[config.mk]
export PLATFORM = sky130hd
export DESIGN_NAME = cpu_load_monitor_flat
export DESIGN_NICKNAME = d
export VERILOG_FILES = /design/src/rtl/core/clm_pkg.sv /design/src/rtl/core/clm_if.sv /design/src/rtl/core/cpu_load_monitor.sv /design/src/flat_wrapper.sv
export SDC_FILE = /design/constraint.sdc
export NUM_CORES = 2
export LEC_CHECK = 0
export BUFFER_PORTS_ARGS = -buffer_cell sky130_fd_sc_hd__clkbuf_2
export CORE_ASPECT_RATIO = 1.4
export CORE_MARGIN = 1.5
export CORE_UTILIZATION = 40
export CTS_CLUSTER_SIZE = 30
export DETAILED_ROUTE_END_ITERATION = 8
export HOLD_SLACK_MARGIN = 0.12
export SLEW_MARGIN = 5
export SYNTH_ARGS = -nofsm -noshare
export SYNTH_HDL_FRONTEND = slang
export SYNTH_SLANG_ARGS = --single-unit
[constraint.sdc]
create_clock -name clk -period 5.9 [get_ports clk]
set_input_delay 0.59 -clock clk [delete_from_list [all_inputs] [get_ports clk]]
set_output_delay 0.59 -clock clk [all_outputs]
set_load 0.01 [all_outputs]
[src/rtl/core/clm_pkg.sv]
// Shared types and constants of the CPU load monitor.
package clm_pkg;

  localparam int unsigned FUNC_W    = 2;
  localparam int unsigned SAMPLE_W  = 32;
  localparam int unsigned CFG_W     = 32;
  localparam int unsigned CFG_IDX_W = 2;
  localparam int unsigned TICK_W    = 32;
  localparam int unsigned LOAD_W    = 10;
  localparam int unsigned QUOT_W    = 12;
  localparam int unsigned PERMILLE  = 1000;
  localparam int unsigned CALC_PERIOD_RESET = 1000;

  typedef enum logic [FUNC_W-1:0] {
    FN_SWITCH = 2'd0,
    FN_IRQ_ENTER = 2'd1,
    FN_IRQ_EXIT = 2'd2,
    FN_TICK = 2'd3
  } func_t;

  typedef enum logic [CFG_IDX_W-1:0] {
    REG_COUNT_DOWN = 2'd0,
    REG_RELOAD = 2'd1,
    REG_EXPIRE = 2'd2,
    REG_CALC_PERIOD = 2'd3
  } reg_idx_t;

  typedef enum logic [2:0] {
    S_IDLE,
    S_EVENT,
    S_ACCUM,
    S_TOTAL,
    S_MUL,
    S_DIV,
    S_DONE
  } state_t;

endpackage

[src/rtl/core/clm_if.sv]
// Valid/ready channel interfaces for the event items and the load result items.
interface clm_in_if;
  import clm_pkg::*;
  logic                valid;
  logic                ready;
  logic [FUNC_W-1:0]   func;
  logic [SAMPLE_W-1:0] timer_sample;
  logic                running_idle;

  modport source (output valid, output func, output timer_sample, output running_idle,
                  input ready);
  modport sink (input valid, input func, input timer_sample, input running_idle,
                output ready);
endinterface

interface clm_out_if;
  import clm_pkg::*;
  logic              valid;
  logic              ready;
  logic [LOAD_W-1:0] total_load;
  logic [LOAD_W-1:0] interrupt_load;

  modport source (output valid, output total_load, output interrupt_load, input ready);
  modport sink (input valid, input total_load, input interrupt_load, output ready);
endinterface

[src/rtl/core/cpu_load_monitor.sv]
// CPU load monitor top level: tick buckets, event sequencer and shared divider.
// Each accepted item is worked on alone while in_ch.ready is low. A context switch
// or interrupt entry/exit passes through S_EVENT and S_ACCUM, and a calculation
// tick that does not expire through S_EVENT alone. An expiring tick is decoded
// in S_EVENT and the bucket sums are formed in S_TOTAL; the shared restoring
// divider then runs twice, each run an S_MUL multiply and 12 quotient steps in
// S_DIV, and S_DONE loads the result register once that register is free.
// The result waits in an output register while new items are accepted; a later
// result waits in S_DONE until that register is taken.
module cpu_load_monitor #(
  parameter int unsigned COUNT_WIDTH = 32,
  parameter int unsigned NEST_WIDTH  = 8
) (
  input  logic                          clk,
  input  logic                          rst_n,
  input  logic                          cfg_we,
  input  logic [clm_pkg::CFG_IDX_W-1:0] cfg_index,
  input  logic [clm_pkg::CFG_W-1:0]     cfg_wdata,
  clm_in_if.sink                        in_ch,
  clm_out_if.source                     out_ch
);
  import clm_pkg::*;

  localparam int unsigned NUM_W  = COUNT_WIDTH + LOAD_W;
  localparam int unsigned DVS_W  = COUNT_WIDTH + QUOT_W;
  localparam int unsigned STEP_W = $clog2(QUOT_W);

  state_t state_r, state_nxt;

  logic                   count_down_r;
  logic [COUNT_WIDTH-1:0] reload_r;
  logic [COUNT_WIDTH-1:0] expire_r;
  logic [TICK_W-1:0]      period_r;

  logic [COUNT_WIDTH-1:0] last_r, last_nxt;
  logic [COUNT_WIDTH-1:0] busy_r, busy_nxt;
  logic [COUNT_WIDTH-1:0] irq_r, irq_nxt;
  logic [COUNT_WIDTH-1:0] idle_r, idle_nxt;
  logic [NEST_WIDTH-1:0]  nest_r, nest_nxt;
  logic [TICK_W-1:0]      ticks_r, ticks_nxt;

  func_t                  func_r, func_nxt;
  logic [COUNT_WIDTH-1:0] sample_r, sample_nxt;
  logic                   run_idle_r, run_idle_nxt;
  logic [COUNT_WIDTH-1:0] dist_r, dist_nxt;

  logic [COUNT_WIDTH-1:0] total_r, total_nxt;
  logic [COUNT_WIDTH-1:0] part_r, part_nxt;
  logic [NUM_W-1:0]       rem_r, rem_nxt;
  logic [QUOT_W-1:0]      quot_r, quot_nxt;
  logic [STEP_W-1:0]      step_r, step_nxt;
  logic                   second_r, second_nxt;
  logic [LOAD_W-1:0]      ld_total_r, ld_total_nxt;
  logic [LOAD_W-1:0]      ld_irq_r, ld_irq_nxt;

  logic                   out_valid_r, out_valid_nxt;
  logic [LOAD_W-1:0]      out_total_r, out_total_nxt;
  logic [LOAD_W-1:0]      out_irq_r, out_irq_nxt;

  logic [COUNT_WIDTH-1:0] elapsed;
  logic [COUNT_WIDTH-1:0] bucket_sum;
  logic [DVS_W-1:0]       dvs;
  logic                   fits;
  logic [QUOT_W-1:0]      quot_done;
  logic [LOAD_W-1:0]      share;
  logic                   to_irq;
  logic                   out_free;

  assign in_ch.ready           = (state_r == S_IDLE);
  assign out_ch.valid          = out_valid_r;
  assign out_ch.total_load     = out_total_r;
  assign out_ch.interrupt_load = out_irq_r;
  assign out_free              = !out_valid_r || out_ch.ready;

  always_comb begin
    if (count_down_r) begin
      if (last_r >= sample_r) begin
        elapsed = last_r - sample_r;
      end else begin
        elapsed = last_r + (reload_r - sample_r);
      end
    end else begin
      if (last_r <= sample_r) begin
        elapsed = sample_r - last_r;
      end else begin
        elapsed = sample_r + (expire_r - last_r);
      end
    end
  end

  // Divider step: compare the remainder with the divisor shifted by the step index.
  assign dvs  = DVS_W'(total_r) << step_r;
  assign fits = (DVS_W'(rem_r) >= dvs);

  always_comb begin
    quot_done         = quot_r;
    quot_done[step_r] = fits;
    if (total_r == '0) begin
      share = '0;
    end else if (quot_done > QUOT_W'(PERMILLE)) begin
      share = LOAD_W'(PERMILLE);
    end else begin
      share = quot_done[LOAD_W-1:0];
    end
  end

  assign to_irq = (func_r == FN_IRQ_EXIT) ||
                  ((func_r == FN_IRQ_ENTER) && (nest_r > NEST_WIDTH'(1)));

  always_comb begin
    if (to_irq) begin
      bucket_sum = irq_r + dist_r;
    end else if (run_idle_r) begin
      bucket_sum = idle_r + dist_r;
    end else begin
      bucket_sum = busy_r + dist_r;
    end
  end

  always_comb begin
    state_nxt     = state_r;
    last_nxt      = last_r;
    busy_nxt      = busy_r;
    irq_nxt       = irq_r;
    idle_nxt      = idle_r;
    nest_nxt      = nest_r;
    ticks_nxt     = ticks_r;
    func_nxt      = func_r;
    sample_nxt    = sample_r;
    run_idle_nxt  = run_idle_r;
    dist_nxt      = dist_r;
    total_nxt     = total_r;
    part_nxt      = part_r;
    rem_nxt       = rem_r;
    quot_nxt      = quot_r;
    step_nxt      = step_r;
    second_nxt    = second_r;
    ld_total_nxt  = ld_total_r;
    ld_irq_nxt    = ld_irq_r;
    out_valid_nxt = out_valid_r && !out_ch.ready;
    out_total_nxt = out_total_r;
    out_irq_nxt   = out_irq_r;

    unique case (state_r)
      S_IDLE: begin
        if (in_ch.valid) begin
          func_nxt     = func_t'(in_ch.func);
          sample_nxt   = in_ch.timer_sample[COUNT_WIDTH-1:0];
          run_idle_nxt = in_ch.running_idle;
          state_nxt    = S_EVENT;
        end
      end
      S_EVENT: begin
        if (func_r == FN_TICK) begin
          ticks_nxt = ticks_r - TICK_W'(1);
          state_nxt = (ticks_r == TICK_W'(1)) ? S_TOTAL : S_IDLE;
        end else begin
          dist_nxt = elapsed;
          if (func_r == FN_IRQ_ENTER) begin
            nest_nxt = nest_r + NEST_WIDTH'(1);
          end else if (func_r == FN_IRQ_EXIT) begin
            nest_nxt = nest_r - NEST_WIDTH'(1);
          end
          state_nxt = S_ACCUM;
        end
      end
      S_ACCUM: begin
        if (to_irq) begin
          irq_nxt = bucket_sum;
        end else if (run_idle_r) begin
          idle_nxt = bucket_sum;
        end else begin
          busy_nxt = bucket_sum;
        end
        last_nxt  = sample_r;
        state_nxt = S_IDLE;
      end
      S_TOTAL: begin
        total_nxt  = busy_r + irq_r + idle_r;
        part_nxt   = busy_r + irq_r;
        second_nxt = 1'b0;
        state_nxt  = S_MUL;
      end
      S_MUL: begin
        rem_nxt   = NUM_W'(part_r) * NUM_W'(PERMILLE);
        quot_nxt  = '0;
        step_nxt  = STEP_W'(QUOT_W - 1);
        state_nxt = S_DIV;
      end
      S_DIV: begin
        if (fits) begin
          rem_nxt = rem_r - dvs[NUM_W-1:0];
        end
        quot_nxt = quot_done;
        if (step_r == '0) begin
          if (!second_r) begin
            ld_total_nxt = share;
            part_nxt     = irq_r;
            second_nxt   = 1'b1;
            state_nxt    = S_MUL;
          end else begin
            ld_irq_nxt = share;
            state_nxt  = S_DONE;
          end
        end else begin
          step_nxt = step_r - STEP_W'(1);
        end
      end
      S_DONE: begin
        if (out_free) begin
          out_valid_nxt = 1'b1;
          out_total_nxt = ld_total_r;
          out_irq_nxt   = ld_irq_r;
          busy_nxt      = COUNT_WIDTH'(1);
          irq_nxt       = '0;
          idle_nxt      = '0;
          ticks_nxt     = period_r;
          state_nxt     = S_IDLE;
        end
      end
      default: begin
        state_nxt = S_IDLE;
      end
    endcase
  end

  always_ff @(posedge clk) begin
    if (!rst_n) begin
      state_r      <= S_IDLE;
      count_down_r <= 1'b1;
      reload_r     <= '1;
      expire_r     <= '1;
      period_r     <= TICK_W'(CALC_PERIOD_RESET);
      last_r       <= '0;
      busy_r       <= COUNT_WIDTH'(1);
      irq_r        <= '0;
      idle_r       <= '0;
      nest_r       <= '0;
      ticks_r      <= TICK_W'(CALC_PERIOD_RESET);
      second_r     <= 1'b0;
      step_r       <= '0;
      out_valid_r  <= 1'b0;
    end else begin
      state_r     <= state_nxt;
      last_r      <= last_nxt;
      busy_r      <= busy_nxt;
      irq_r       <= irq_nxt;
      idle_r      <= idle_nxt;
      nest_r      <= nest_nxt;
      ticks_r     <= ticks_nxt;
      second_r    <= second_nxt;
      step_r      <= step_nxt;
      out_valid_r <= out_valid_nxt;
      if (cfg_we) begin
        unique case (reg_idx_t'(cfg_index))
          REG_COUNT_DOWN:  count_down_r <= cfg_wdata[0];
          REG_RELOAD:      reload_r     <= cfg_wdata[COUNT_WIDTH-1:0];
          REG_EXPIRE:      expire_r     <= cfg_wdata[COUNT_WIDTH-1:0];
          REG_CALC_PERIOD: period_r     <= cfg_wdata[TICK_W-1:0];
          default: begin
          end
        endcase
      end
    end
  end

  always_ff @(posedge clk) begin
    func_r      <= func_nxt;
    sample_r    <= sample_nxt;
    run_idle_r  <= run_idle_nxt;
    dist_r      <= dist_nxt;
    total_r     <= total_nxt;
    part_r      <= part_nxt;
    rem_r       <= rem_nxt;
    quot_r      <= quot_nxt;
    ld_total_r  <= ld_total_nxt;
    ld_irq_r    <= ld_irq_nxt;
    out_total_r <= out_total_nxt;
    out_irq_r   <= out_irq_nxt;
  end

`ifndef NO_ASSERTIONS
  a_event_latency: assert property (@(posedge clk) disable iff (!rst_n)
    (in_ch.valid && in_ch.ready && (in_ch.func != FN_TICK)) |-> ##3 (state_r == S_IDLE))
    else $error("Event item did not finish in three cycles.");

  a_bucket_restart: assert property (@(posedge clk) disable iff (!rst_n)
    ((state_r == S_DONE) && out_free) |=>
      ((busy_r == COUNT_WIDTH'(1)) && (irq_r == '0) && (idle_r == '0) && out_valid_r))
    else $error("Buckets not restarted with the result.");

  a_nest_hold: assert property (@(posedge clk) disable iff (!rst_n)
    (state_r != S_EVENT) |=> $stable(nest_r))
    else $error("Nesting depth changed outside event processing.");
`endif

endmodule

[src/flat_wrapper.sv]
// flat-port wrapper written by rule: the top's interface ports become plain ports
module cpu_load_monitor_flat import clm_pkg::*;
#(
  parameter int unsigned COUNT_WIDTH = 32,
  parameter int unsigned NEST_WIDTH  = 8
)
  (clk, rst_n, cfg_we, cfg_index, cfg_wdata, in_ch_valid, in_ch_func, in_ch_timer_sample, in_ch_running_idle, in_ch_ready, out_ch_valid, out_ch_total_load, out_ch_interrupt_load, out_ch_ready);
  clm_in_if in_ch_i ();
  clm_out_if out_ch_i ();
  input  logic clk;
  input  logic rst_n;
  input  logic cfg_we;
  input  logic [clm_pkg::CFG_IDX_W-1:0] cfg_index;
  input  logic [clm_pkg::CFG_W-1:0] cfg_wdata;
  input wire logic [$bits(in_ch_i.valid)-1:0] in_ch_valid;
  input wire logic [$bits(in_ch_i.func)-1:0] in_ch_func;
  input wire logic [$bits(in_ch_i.timer_sample)-1:0] in_ch_timer_sample;
  input wire logic [$bits(in_ch_i.running_idle)-1:0] in_ch_running_idle;
  output wire logic [$bits(in_ch_i.ready)-1:0] in_ch_ready;
  output wire logic [$bits(out_ch_i.valid)-1:0] out_ch_valid;
  output wire logic [$bits(out_ch_i.total_load)-1:0] out_ch_total_load;
  output wire logic [$bits(out_ch_i.interrupt_load)-1:0] out_ch_interrupt_load;
  input wire logic [$bits(out_ch_i.ready)-1:0] out_ch_ready;
  assign in_ch_i.valid = in_ch_valid;
  assign in_ch_i.func = in_ch_func;
  assign in_ch_i.timer_sample = in_ch_timer_sample;
  assign in_ch_i.running_idle = in_ch_running_idle;
  assign in_ch_ready = in_ch_i.ready;
  assign out_ch_valid = out_ch_i.valid;
  assign out_ch_total_load = out_ch_i.total_load;
  assign out_ch_interrupt_load = out_ch_i.interrupt_load;
  assign out_ch_i.ready = out_ch_ready;
  cpu_load_monitor #(.COUNT_WIDTH(COUNT_WIDTH), .NEST_WIDTH(NEST_WIDTH)) u_core (.clk(clk), .rst_n(rst_n), .cfg_we(cfg_we), .cfg_index(cfg_index), .cfg_wdata(cfg_wdata), .in_ch(in_ch_i), .out_ch(out_ch_i));
endmodule
Word-level counts from Yosys, hierarchy flattened
Cells that the tools add are included.

Add/subtract/negate cells: 16. $mul: 1. Magnitude comparators: 7. Eq/ne operators: 24. Shift-type cells: 1. Multiplexer cells: 44. Bitwise logic cells: 2. Reductions and logical operators: 35.

Operators by type and width (number): two-way mux 32 bit (16); one-hot mux 32 bit (2 select lines) (5); adder 32 bit (7); subtractor 32 bit (4); one-hot mux 42 bit (2 select lines) (1); greater-or-equal comparator 42 x 44 -> 1 bit (1); left shift 32 x 4 -> 44 bit (1); two-way mux 42 bit (1); subtractor 42 bit (1); multiplier 32 x 7 -> 39 bit, second input constant (1); equality test 32 x 1 -> 1 bit, second input constant (1); greater-or-equal comparator 32 bit (1); less-or-equal comparator 32 bit (1); zero test 32 bit (1); subtractor 32 x 1 -> 32 bit, second input constant (1); one-hot mux 12 bit (2 select lines) (1); AND reduction 3 bit (7); two-way mux 10 bit (2); AND reduction 2 bit (10); one-hot mux 3 bit (6 select lines) (1); two-way mux 8 bit (2); bitwise mux 12 bit (1); > comparator 12 x 10 -> 1 bit, second input constant (1); two-way mux 3 bit (4); 28 further kinds (58).

Bits in registers: 499. Input port bits: 74. Output and inout bits: 22. Logic and storage cells: 156.

Depth between registers and ports, before layout
Depth after elaboration: 8. Depth in mapped cells: 22. Gate-level depth less buffers: 22.

Least setup slack after synthesis
OpenSTA, ideal clock, no wires.

Kind: register to register. Start point: register u_core.step_r[0]. End point: register u_core.rem_r[0], enable pin. Library setup time: 402 ps. Arrival: 4948 ps. Required time: 5498 ps. Setup slack: 550 ps. Cell stages (with the launch flop): 19. Buffers on the path: 4. Clock period less this slack: 5350 ps. Cell sequence: dfxtp_1 clkbuf_1 buf_1 clkbuf_1 mux4_2 mux2i_1 nor2_1 a21oi_1 ha_1 nand3_1 nor2_1 nand2_1 o21ai_1 a21oi_1 o221ai_2 o21ai_0 a21oi_2 clkbuf_1 o21a_1.

Longest elaborated chain between the ends: 4.

RTL lines: from (decl) (line cpu_load_monitor.sv:51) `logic [STEP_W-1:0] step_r, step_nxt;`; from (signal assigned) (line cpu_load_monitor.sv:252) `step_r <= step_nxt;`; left shift 32 x 4 -> 44 bit (line cpu_load_monitor.sv:92) `assign dvs = DVS_W'(total_r) << step_r;`; greater-or-equal comparator 42 x 44 -> 1 bit (line cpu_load_monitor.sv:93) `assign fits = (DVS_W'(rem_r) >= dvs);`; inequality test 2 x 1 -> 1 bit (no source line); AND reduction 2 bit (no source line); to (signal assigned) (line cpu_load_monitor.sv:274) `rem_r <= rem_nxt;`; to (decl) (line cpu_load_monitor.sv:49) `logic [NUM_W-1:0] rem_r, rem_nxt;`.

No other way between the ends. A chain may end at the register's enable or synchronous reset.

Worst setup path after layout
Start point: register u_core.part_r[6]. End point: register u_core.rem_r[38] (data pin).

Longest elaborated chain between the ends: 2.

RTL lines: from (decl) (line cpu_load_monitor.sv:48) `logic [COUNT_WIDTH-1:0] part_r, part_nxt;`; from (signal assigned) (line cpu_load_monitor.sv:273) `part_r <= part_nxt;`; multiplier 32 x 7 -> 39 bit (line cpu_load_monitor.sv:185) `rem_nxt = NUM_W'(part_r) * NUM_W'(PERMILLE);`; one-hot mux 42 bit (2 select lines) (line cpu_load_monitor.sv:144) `unique case (state_r)`; net u_core.rem_nxt[38] (line cpu_load_monitor.sv:49).

The timed path passes the listed nets, and every way through them passes these cells.

==> flow_summary.yaml <==
run_status:
  status: "finished, final reports clean"
critical_path:
  critPathMaxStageDelay_ns: 0.54
  arrival_ns: 5.90
  slowest_stage: "fa_1"
  path_buf_inv: 2
  path_common_cell: "fa_1"
  startpoint_type: "flop"
  critPathTopFamily: "adder cells"
  crit_type: "reg2reg"
  worstPathCellList: "inv_1 > fa_1 > fa_1 > fa_1 > fa_1 > inv_1 > ha_1 > and4_1 > nand2_1 > o211ai_1 > nand4_1 > a211oi_1 > o21ai_0 > nand3_1 > a21o_1 > a21oi_1 > xor2_1 > mux2i_1"
  end_kind: "flop"
  worstPathMaxFanout: 6
  required_ns: 6.27
floorplan:
  core_mm2: 0.104
  pin_count: 96
  dieWidth_um: 277
  row_count: 140
  start_util_pct: 40.5
  die-area_mm2: 0.107
  die_h_um: 387
synth:
  synth_cell_types: 98
  syn_inst: 4955
  syn-cell-area_mm2: 0.0422
  synth_ff_type: "dfxtp_1"
  async_flop_share_pct: 0
  synth_edf_count: 225
  synth_fp_nets: 5574
  synth-seq-area-share_pct: 29.0
  ys_ff_latch: 499
  yosys_warnings: 0
  synth.avg_cell_area_um2: 8.51
placement:
  io_buffers: 95
  gp_congestion: 0.927
  pre_cts_slack_ns: 0.376
  dp.cells: 6257
  dpl_cell_area_mm2: 0.0441
  hpwl_um: 95100
worst_hold_path:
  hp-class: "in2reg"
cells_and_area:
  nets: 5619
  drive_gt1_share_pct: 6.76
  syn_to_final_growth_pct: 10.1
  fillCellCount: 10200
  final_cells: 6395
  design_area_mm2: 0.0464
  postLayoutCoreUtil_pct: 44.5
grt:
  grt_pass1_wl_um: 190000
  grt_pass1_vias: 35100
  grt_antenna_before_repair: 0
  grt_usage_pct: 22.2
  grt_overflow: 0
  grt_max_degree: 102
sta:
  hold_viol_final: 0
  period_minus_slack_ns: 5.53
  min_period_over_period_pct: 93.8
  fin_ws_ns: 0.367
  slew_headroom_pct: 27.5
  clock_skew_ns: 0.0295
  worst_pin_slew_ns: 1.09
  setup_viol: 0
  rsz0062_at_grt: "false"
  slew_violations: 0
  fmax_mhz: 181
clock_tree:
  cts_tree: "yes"
  clk_transition_reported_paths_ns: 0.07
  cts_root_buffer: "clkbuf_16"
  htreeDepth: 2
  clk_latency_ns: 0.66
  cts_buffers: 55
  post_cts.resized_instances: 0
  cts_buffer_depth: 3
  clock-sinks: 499
route:
  vias: 35000
  viasPerCell: 5.47
  ant_nets: 0
  first_pass_iters: 5
  drtIter0Drc: 2045
  wl_per_cell_um: 18.9
  drcViolationCount: 0
  routed_wl_um: 121000
pwr:
  power.total_mw: 11.8
  powerDensity_mw_per_mm2: 254
  peakVddDrop_uv: 258
  p_leak_nw: 20.1
flow_run:
  drv_cap: 0
Yosys cell counts (32+ instances only):
cell type  instances  share of area (%)
a211oi_1          50               0.89
a21boi_0         130                2.3
a21o_1           128                2.3
a21oi_1          399                4.7
a31oi_1           46               0.68
and2_1            38               0.56
and3_1            38               0.56
clkbuf_1         173                1.5
dfxtp_1          274                 13
edfxtp_1         225                 16
fa_1             186                8.8
ha_1             359                 11
inv_1            504                4.5
mux2i_1           70                1.7
nand2_1          694                6.2
nand2b_1          38               0.56
nand3_1          104                1.2
nand4_1           32               0.47
nor2_1           287                2.6
nor2b_1           50               0.74
nor3_1            63               0.75
o211ai_1          85                1.5
o21a_1            46               0.82
o21ai_0          268                3.2
o21bai_1          42               0.75
xnor2_1          169                3.5
xor2_1            89                1.8
repair_timing:
item / in CTS / in global routing
hold buffers: 35 / 0
setup buffers: 0 / 0
endpoints found under the setup margin: 0 / 0
hold endpoints to repair: 35 / 0
worst min-delay path: cells and delay by family:
family / cells / cell delay (ns)
and+or+nand+nor: 2 / 0.12
buffers and inverters: 1 / 0.11
power breakdown:
part | switching, mW | internal (mW) | leakage (nW)
logic | 2.42 | 1.64 | 14.9
registers | 0.108 | 3.84 | 4.20
clock network | 1.58 | 2.20 | 0.937
total | 4.11 | 7.68 | 20.1
final timing paths:
| check | startpoint | to | slack [ns] | cells past startpoint |
|---|---|---|---|---|
| setup / recovery | u_core.part_r[6] | u_core.rem_r[38] | 0.37 | 18 |
| hold / removal | cfg_wdata[6] | u_core.period_r[6] | 0.19 | 3 |
| setup reg to reg | u_core.part_r[6] | u_core.rem_r[38] | 0.37 | 18 |
| hold reg to reg | u_core.ld_total_r[3] | u_core.out_ch.total_load[3] | 0.42 | 0 |
layer usage:
| metal | vias up | share of wire, % | GRT usage, % |
|---|---|---|---|
| met5 | - | 0 | 0 |
| met4 | 0 | 4.9 | 10.5 |
| met3 | 238 | 2.7 | 2.00 |
| met2 | 643 | 52 | 42.0 |
| met1 | 16700 | 40 | 24.7 |
| li1 | 17400 | - | - |
flip-flops by register name, indices dropped and copies added (netlist names), 32 cells and up:
signal	flops
u_core.reload_r	32
u_core.part_r	32
u_core.idle_r	32
u_core.irq_r	32
u_core.expire_r	32
u_core.ticks_r	32
u_core.sample_r	32
u_core.last_r	32
u_core.dist_r	32
u_core.busy_r	32
u_core.period_r	32
u_core.rem_r	42
u_core.total_r	32
cell families (layout without fill, tap and decap cells):
| family | count (synthesis) | in the layout | share of synthesized area, % |
|---|---|---|---|
| AO/OA/AOI/OAI | 1378 | 1378 | 20.9 |
| XOR/XNOR | 258 | 258 | 5.36 |
| buffers and inverters | 713 | 803 | 6.47 |
| multiplexers | 104 | 104 | 3.13 |
| flip-flops | 499 | 499 | 29.0 |
| adder cells (fa/ha/maj) | 545 | 545 | 19.5 |
| other | 0 | 1 | 0 |
| AND/OR/NAND/NOR | 1458 | 1458 | 15.6 |
placed cells by master (no fill, tap or decap), types with 42 or more instances in the layout:
cell type  synthesis  layout
nand2_1          694     693
mux2i_1           70      70
o211ai_1          85      85
a21oi_1          399     398
o21ai_0          268     267
dfxtp_1          274     273
a211oi_1          50      50
inv_1            504     504
a21o_1           128     128
nor3_1            63      61
nor2_1           287     284
a21boi_0         130     130
o21bai_1          42      42
buf_4              0      57
o21a_1            46      45
clkbuf_2           0      94
nor2b_1           50      50
xnor2_1          169     169
xor2_1            89      89
ha_1             359     359
edfxtp_1         225     225
a31oi_1           46      46
nand3_1          104     103
fa_1             186     186
clkbuf_16          0      55
layout make-up:
cell class              instances  area, um^2  share of cell area (%)
multi-input cells            3743       27300                    58.7
inverters                     508        1910                    4.11
clock inverters                31         454                   0.979
diodes                          1        2.50                 0.00539
clock buffers                  71        1500                    3.22
flip-flops and latches        499       12200                    26.4
repair buffers                193        1370                    2.95
well taps                    1349        1690                    3.64
through the flow:
step / hold WS (ns) / setup TNS, ns
2_1_floorplan: 0.400 / 0
3_3_place_gp: 0.408 / -9.52
3_5_place_dp: 0.405 / 0
4_1_cts: 0.144 / 0
5_1_grt: 0.188 / 0
6_report: 0.189 / 0
(Power assumes the default switching activity.)
